<file path="config.mk">
export PLATFORM = sky130hd
export DESIGN_NAME = lrt_ctrl
export DESIGN_NICKNAME = d
export VERILOG_FILES = /design/src/sv/lrt_pkg.sv /design/src/sv/lrt_ctrl.sv
export SDC_FILE = /design/constraint.sdc
export NUM_CORES = 1
export LEC_CHECK = 0
export BUFFER_PORTS_ARGS = -buffer_cell sky130_fd_sc_hd__buf_2
export CORE_AREA = 10 10 47 49
export DETAILED_ROUTE_END_ITERATION = 8
export DIE_AREA = 0 0 57 59
export PLACE_DENSITY_LB_ADDON = 0.12
export SLEW_MARGIN = 0
export SYNTH_ARGS = -nofsm -noshare
export SYNTH_HDL_FRONTEND = slang
export SYNTH_SLANG_ARGS = --single-unit
</file>
<file path="constraint.sdc">
create_clock -name clk -period 1.49 [get_ports clk]
set_input_delay 0.2235 -clock clk [delete_from_list [all_inputs] [get_ports clk]]
set_output_delay 0.2235 -clock clk [all_outputs]
set_load 0.02 [all_outputs]
</file>
<file path="src/sv/lrt_pkg.sv">
// Shared types and constants for the LRU recency tracker.
// No dependencies; every other file but lrt_ram imports this package.
package lrt_pkg;

  localparam int ENTRIES_DEF  = 1024;
  localparam int KEY_BITS_DEF = 64;
  localparam int PORT_KEY_W   = 64;
  localparam int CAP_W        = 11;
  localparam logic [CAP_W-1:0] CAP_RESET = 11'd1024;

  typedef enum logic [3:0] {
    ST_IDLE,
    ST_SCAN,
    ST_EV_RD,
    ST_EV_CAP,
    ST_UNL_RD,
    ST_UNL_WR,
    ST_LINK,
    ST_INSERT,
    ST_FINISH
  } lrt_state_t;

  typedef struct packed {
    logic load_key;
    logic scan_start;
    logic scan_run;
    logic sel_hit;
    logic sel_oldest;
    logic key_rd_oldest;
    logic ev_cap;
    logic unl_wr;
    logic link;
    logic insert;
    logic finish;
  } lrt_cmd_t;

  typedef struct packed {
    logic match;
    logic exhausted;
    logic full;
    logic hit_is_newest;
    logic fill_zero;
    logic fill_one;
    logic out_free;
  } lrt_status_t;

endpackage

</file>
<file path="src/sv/lrt_ctrl.sv">
// Sequencer for lookup, unlink, relink and insert of one key.
// Depends on lrt_pkg; drives lrt_datapath through lrt_cmd_t.
module lrt_ctrl import lrt_pkg::*; (
  input  logic        clk,
  input  logic        rst,
  input  logic        req_valid,
  output logic        req_ready,
  input  lrt_status_t status,
  output lrt_cmd_t    cmd
);

  lrt_state_t state, state_next;

  always_ff @(posedge clk) begin
    if (rst) begin
      state <= ST_IDLE;
    end else begin
      state <= state_next;
    end
  end

  always_comb begin
    state_next = state;
    cmd        = '0;
    req_ready  = 1'b0;
    unique case (state)
      ST_IDLE: begin
        req_ready = 1'b1;
        if (req_valid) begin
          cmd.load_key   = 1'b1;
          cmd.scan_start = 1'b1;
          state_next     = status.fill_zero ? ST_INSERT : ST_SCAN;
        end
      end
      ST_SCAN: begin
        cmd.scan_run = 1'b1;
        if (status.match) begin
          cmd.sel_hit = 1'b1;
          state_next  = status.hit_is_newest ? ST_FINISH : ST_UNL_RD;
        end else if (status.exhausted) begin
          state_next = status.full ? ST_EV_RD : ST_INSERT;
        end
      end
      ST_EV_RD: begin
        cmd.key_rd_oldest = 1'b1;
        cmd.sel_oldest    = 1'b1;
        state_next        = ST_EV_CAP;
      end
      ST_EV_CAP: begin
        cmd.ev_cap = 1'b1;
        state_next = status.fill_one ? ST_FINISH : ST_UNL_RD;
      end
      ST_UNL_RD: begin
        state_next = ST_UNL_WR;
      end
      ST_UNL_WR: begin
        cmd.unl_wr = 1'b1;
        state_next = ST_LINK;
      end
      ST_LINK: begin
        cmd.link   = 1'b1;
        state_next = ST_FINISH;
      end
      ST_INSERT: begin
        cmd.insert = 1'b1;
        state_next = ST_FINISH;
      end
      ST_FINISH: begin
        if (status.out_free) begin
          cmd.finish = 1'b1;
          state_next = ST_IDLE;
        end
      end
      default: begin
        state_next = ST_IDLE;
      end
    endcase
  end

endmodule

</file>
---- Word-level counts from Yosys, hierarchy flattened ----
Cells that the tools add are included.
word-level totals
  flip-flop bits (word level) ............. 4
  bits in latches ......................... 0
  memory bits (writable) .................. 0
  memory bits (read-only) ................. 0
  bits of input ports ..................... 10
  logic and storage cells ................. 36
  memories kept ........................... 0
operators by class
  add/sub/neg operators ................... 0
  $mul .................................... 0
  div/mod/pow operators ................... 0
  magnitude comparators ................... 0
  equality and inequality tests ........... 11
  shifts and indexed selects .............. 0
  mux-type cells .......................... 21
  bitwise operators ....................... 0
  reductions and logical operators ........ 3
operators by type and width
  cell                                                                    count
  4-bit one-hot mux with 8 select lines                                   1
  4-bit 2-to-1 mux                                                        6
  4-bit by 3-bit equality test with 1-bit output (second input constant)  4
  4-bit by 2-bit equality test with 1-bit output (second input constant)  2
  1-bit 2-to-1 mux                                                        8
  2-bit 2-to-1 mux                                                        4
  3-bit 2-to-1 mux                                                        2
  4-bit by 1-bit equality test with 1-bit output (second input constant)  1
  4-bit equality test (second input constant)                             1
  4-bit zero test                                                         1
  2-bit inequality test (second input constant)                           2
  3-bit inequality test (second input constant)                           1
  3-bit AND reduction                                                     1
  2-bit OR reduction                                                      1

---- Depth between registers and ports, before layout ----
  word-level depth ........................ 4
  mapped depth ............................ 4
  depth with buffers taken out ............ 3

---- Worst setup path after synthesis ----
Ideal clock, no wire load.
  path type ............................... flip-flop to output port
  start point ............................. register state[2]
  end point ............................... output port cmd[10] in the netlist's numbering
  arrival time ............................ 1.791 ns
  data required time ...................... 1.266 ns
  slack ................................... -0.524 ns
  cell stages (with the launch flop) ...... 5
  path through ............................ dfxtp_1 -> buf_2 -> nor4_1 -> and2_1 -> buf_4
RTL lines
  what                    RTL line        source
  start, declared         lrt_ctrl.sv:12  lrt_state_t state, state_next;
  start signal, assigned  lrt_ctrl.sv:18  state <= state_next;
  end, declared           lrt_ctrl.sv:9   output lrt_cmd_t cmd

==> results.txt <==
----------------------------------------------------
[Status]
  Outcome ... finished, final reports clean

[Global route]
  GRT Util Overall ... 0.0822
  Global-route congestion overflow total ... 0
  Wire length of the first global-routing pass ... 2.24 mm
  Via count of the first global-routing pass ... 529
  Number of antenna violations at the first check in global routing ... 0
  Pin count of the biggest net entering global routing ... 8

[STA]
  Fmax ... 0.674 GHz
  Finish-stage setup viols ... 0
  Post-route minimum period ... 1.48 ns
  Transition time at the pin with the least slew margin ... 0.326 ns
  Worst clock skew ... 0.00612 ns
  Worst slew margin ... 0.781
  Max-slew violation total from the final report ... 0
  Unrepaired setup endpoints after global routing ... true
  Final-layout setup total negative slack ... 0 ns
  Portion of the clock cycle consumed by the worst path in the final layout ... 0.996
  Number of hold-slack violations in the final timing report ... 0

[Setup path]
  Crit-path max FO ... 5
  Category of the worst setup path capture point ... output port
  Required arrival time at the worst endpoint ... 1.27 ns
  Worst r2r dst ... state[2]$_SDFFE_PP0P_
  Worst reg-to-reg setup slack ... 0.09 ns
  Crit Reg-Reg Startpoint ... state[1]$_SDFFE_PP0P_
  Sort of element at the start of the critical path ... flop
  Critical path class ... reg -> out
  Data arrival time of the worst path ... 1.26 ns
  Reg2reg path depth ... 5

[Pwr]
  PwrDens ... 2020 mW/mm2
  Total chip power ... 1500 uW
  Leakage ... 0.000335 uW
  Maximum vdd drop ... 0.770 mV

[Clock tree]
  TritonCTS clock tree ... yes
  Number of sinks driven by the clock tree ... 4
  Number of buffers on the longest clock path ... 2
  Worst skew pair latency ... 0.24 ns
  Number of buffers created by CTS ... 3
  CTS HTree Levels ... 1
  Cts hold-fix bufs ... 0
  Master cell of the clock root buffer ... sky130_fd_sc_hd__clkbuf_4
  Reg clk slew, reported paths ... 0.04 ns

[Floorplanning]
  Overall die area ... 0.00336 mm2
  Vertical die dimension ... 59 um
  Starting utilization of the core area ... 0.282
  Standard-cell row count ... 14
  Die X-Extent ... 57 um
  Number of top-level pins ... 22
  Core area ... 0.00140 mm2

[Synthesis]
  Commonest register cell after synthesis ... sky130_fd_sc_hd__dfxtp_1
  Post-synthesis compound-gate area fraction ... 0.177
  Post-Synthesis Net Count ... 58
  Synthesized-area fraction occupied by xor and xnor cells ... 0
  Summed instance area of the synthesized netlist ... 395 um2
  Mean cell area of the mapped netlist ... 8.24 um2
  Proportion of synthesized area in mux cells ... 0
  Share of synthesized cell area in full adder, half adder and majority cells ... 0
  Simple logic cell fraction of the synthesized area ... 0.509
  Dominant combinational cell family by area after synthesis ... simple AND/OR/NAND/NOR gates
  Post-synthesis register bit count ... 4
  Fraction of synthesis flops using an asynchronous set or reset pin ... 0
  Synthesized instance count ... 48
  Warnings from Yosys ... 0
  Synth cell types ... 27
  Share of the yosys chip area belonging to registers ... 0.203
  Count of flip-flops with a built-in enable after synthesis ... 0

[Cells and area]
  Regs by FF count ... state (4)
  Commonest cells after routing, fill and taps aside ... sky130_fd_sc_hd__buf_4, sky130_fd_sc_hd__buf_2, sky130_fd_sc_hd__buf_6
  Relative area change from synthesis to final layout ... 87.3%
  Most common cell after layout, fill and taps aside ... sky130_fd_sc_hd__buf_4
  Final net count ... 95
  Final instance area ... 741 um2
  Top register by number of flip-flops ... state
  Max FFs per register ... 4
  Ratio of cells with drive above 1 in the final layout ... 0.687
  Layout fillers ... 143
  Inserted Diodes ... 0
  Cell Count, Final, Fillers Out ... 99

[Routing]
  Number of search-and-repair iterations in the first detailed-routing pass ... 4
  Mean number of vias per cell ... 5.19
  Via count ... 514
  Initial DRC count ... 4
  Total wire length ... 1.44 mm
  Drt drc ... 0
  Post-DR wirelength/cell ... 14.5 um
  Final ANT Viol Nets ... 0

[Flow run]
  Max-cap violations ... 0

[Place]
  Final estimated routing congestion in global placement ... 0.838
  Detailed-placement wirelength estimate ... 1.03 mm
  DP Area ... 557 um2
  Number of buffers added on ports ... 21
  Instance count after placement with tap cells included ... 87

[Worst hold path]
  Number of instances on the worst hold path ... 2
  Worst hold path endpoint ... state[3]$_SDFFE_PP0P_
  Min-Delay Startpoint ... rst
  Hold/Removal Path Class ... in -> reg

----------------------------------------------------
timing repair:
item / CTS / global route
hold endpoints to repair: 0 / 0
buffers inserted: 7 / 2
gates resized for setup: 14 / 14
setup endpoints to repair: 12 / 10
pin swaps: 3 / 4
final cells by class:
class,instances,area (um2),area share
multi-input cells,38,337,0.454
repair buffers,38,269,0.363
flip-flops and latches,4,92.6,0.125
clock buffers,3,22.5,0.0304
well taps,16,20.0,0.0270
critical path: stages, from the launching register on:
cell	delay (ns)
sky130_fd_sc_hd__dfxtp_4	0.36
sky130_fd_sc_hd__buf_6	0.12
sky130_fd_sc_hd__nor4_4	0.25
sky130_fd_sc_hd__and2_4	0.19
sky130_fd_sc_hd__buf_6	0.11
Yosys cell counts (2+ instances only):
library cell	n	area share
sky130_fd_sc_hd__buf_4	3	0.057
sky130_fd_sc_hd__and2_1	2	0.032
sky130_fd_sc_hd__a21oi_1	2	0.025
sky130_fd_sc_hd__buf_2	2	0.025
sky130_fd_sc_hd__nor3_1	3	0.038
sky130_fd_sc_hd__nand2_1	2	0.019
sky130_fd_sc_hd__nand2b_1	3	0.047
sky130_fd_sc_hd__dfxtp_1	4	0.20
sky130_fd_sc_hd__nor3b_1	2	0.038
sky130_fd_sc_hd__a31oi_1	2	0.032
sky130_fd_sc_hd__nand3b_1	3	0.057
sky130_fd_sc_hd__nor2_1	3	0.028
sky130_fd_sc_hd__nor4_1	3	0.047
worst max path at each step:
stage          endpoint                   from  cells past startpoint  slack (ns)
2_1_floorplan   cmd[10]  state[2]$_SDFFE_PP0P_                      4       -0.12
3_3_place_gp     cmd[7]  state[0]$_SDFFE_PP0P_                      3        0.06
3_5_place_dp     cmd[7]  state[0]$_SDFFE_PP0P_                      3        0.08
4_1_cts         cmd[10]  state[2]$_SDFFE_PP0P_                      4       -0.02
5_1_grt          cmd[9]  state[1]$_SDFFE_PP0P_                      4       -0.06
6_report        cmd[10]  state[1]$_SDFFE_PP0P_                      4       0.006
cells by family (layout without fill, tap and decap cells):
logic type             count (synthesis)  count (layout)
flip-flops                             4               4
AND/OR/NAND/NOR                       30              30
buffers and inverters                  6              41
AO/OA/AOI/OAI                          8               8
per-layer routing:
layer  global-route usage  up-vias  wire, um
met2                0.127       24       675
li1                     -      251         -
met4               0.0738        0        72
met5                    0        -         0
met3               0.0300        8        83
met1               0.0858      231       607
per-stage QoR:
step,utilization,hold WS [ns],worst slack [ns]
3_5_place_dp,0.397,0.445,0.0820
6_report,0.529,0.193,0.00553
4_1_cts,0.477,0.189,-0.0176
3_3_place_gp,0.397,0.442,0.0628
5_1_grt,0.529,0.193,-0.0559
2_1_floorplan,-,0.293,-0.118
where the power goes:
part,switching (uW),total [uW],internal [uW],leakage [uW]
combinational,516,1100,588,0.000285
sequential,85.6,256,170,0.0000353
clock,46.0,136,90.2,0.0000138
total,647,1500,849,0.000335
Power figures use the tool's default switching activity.
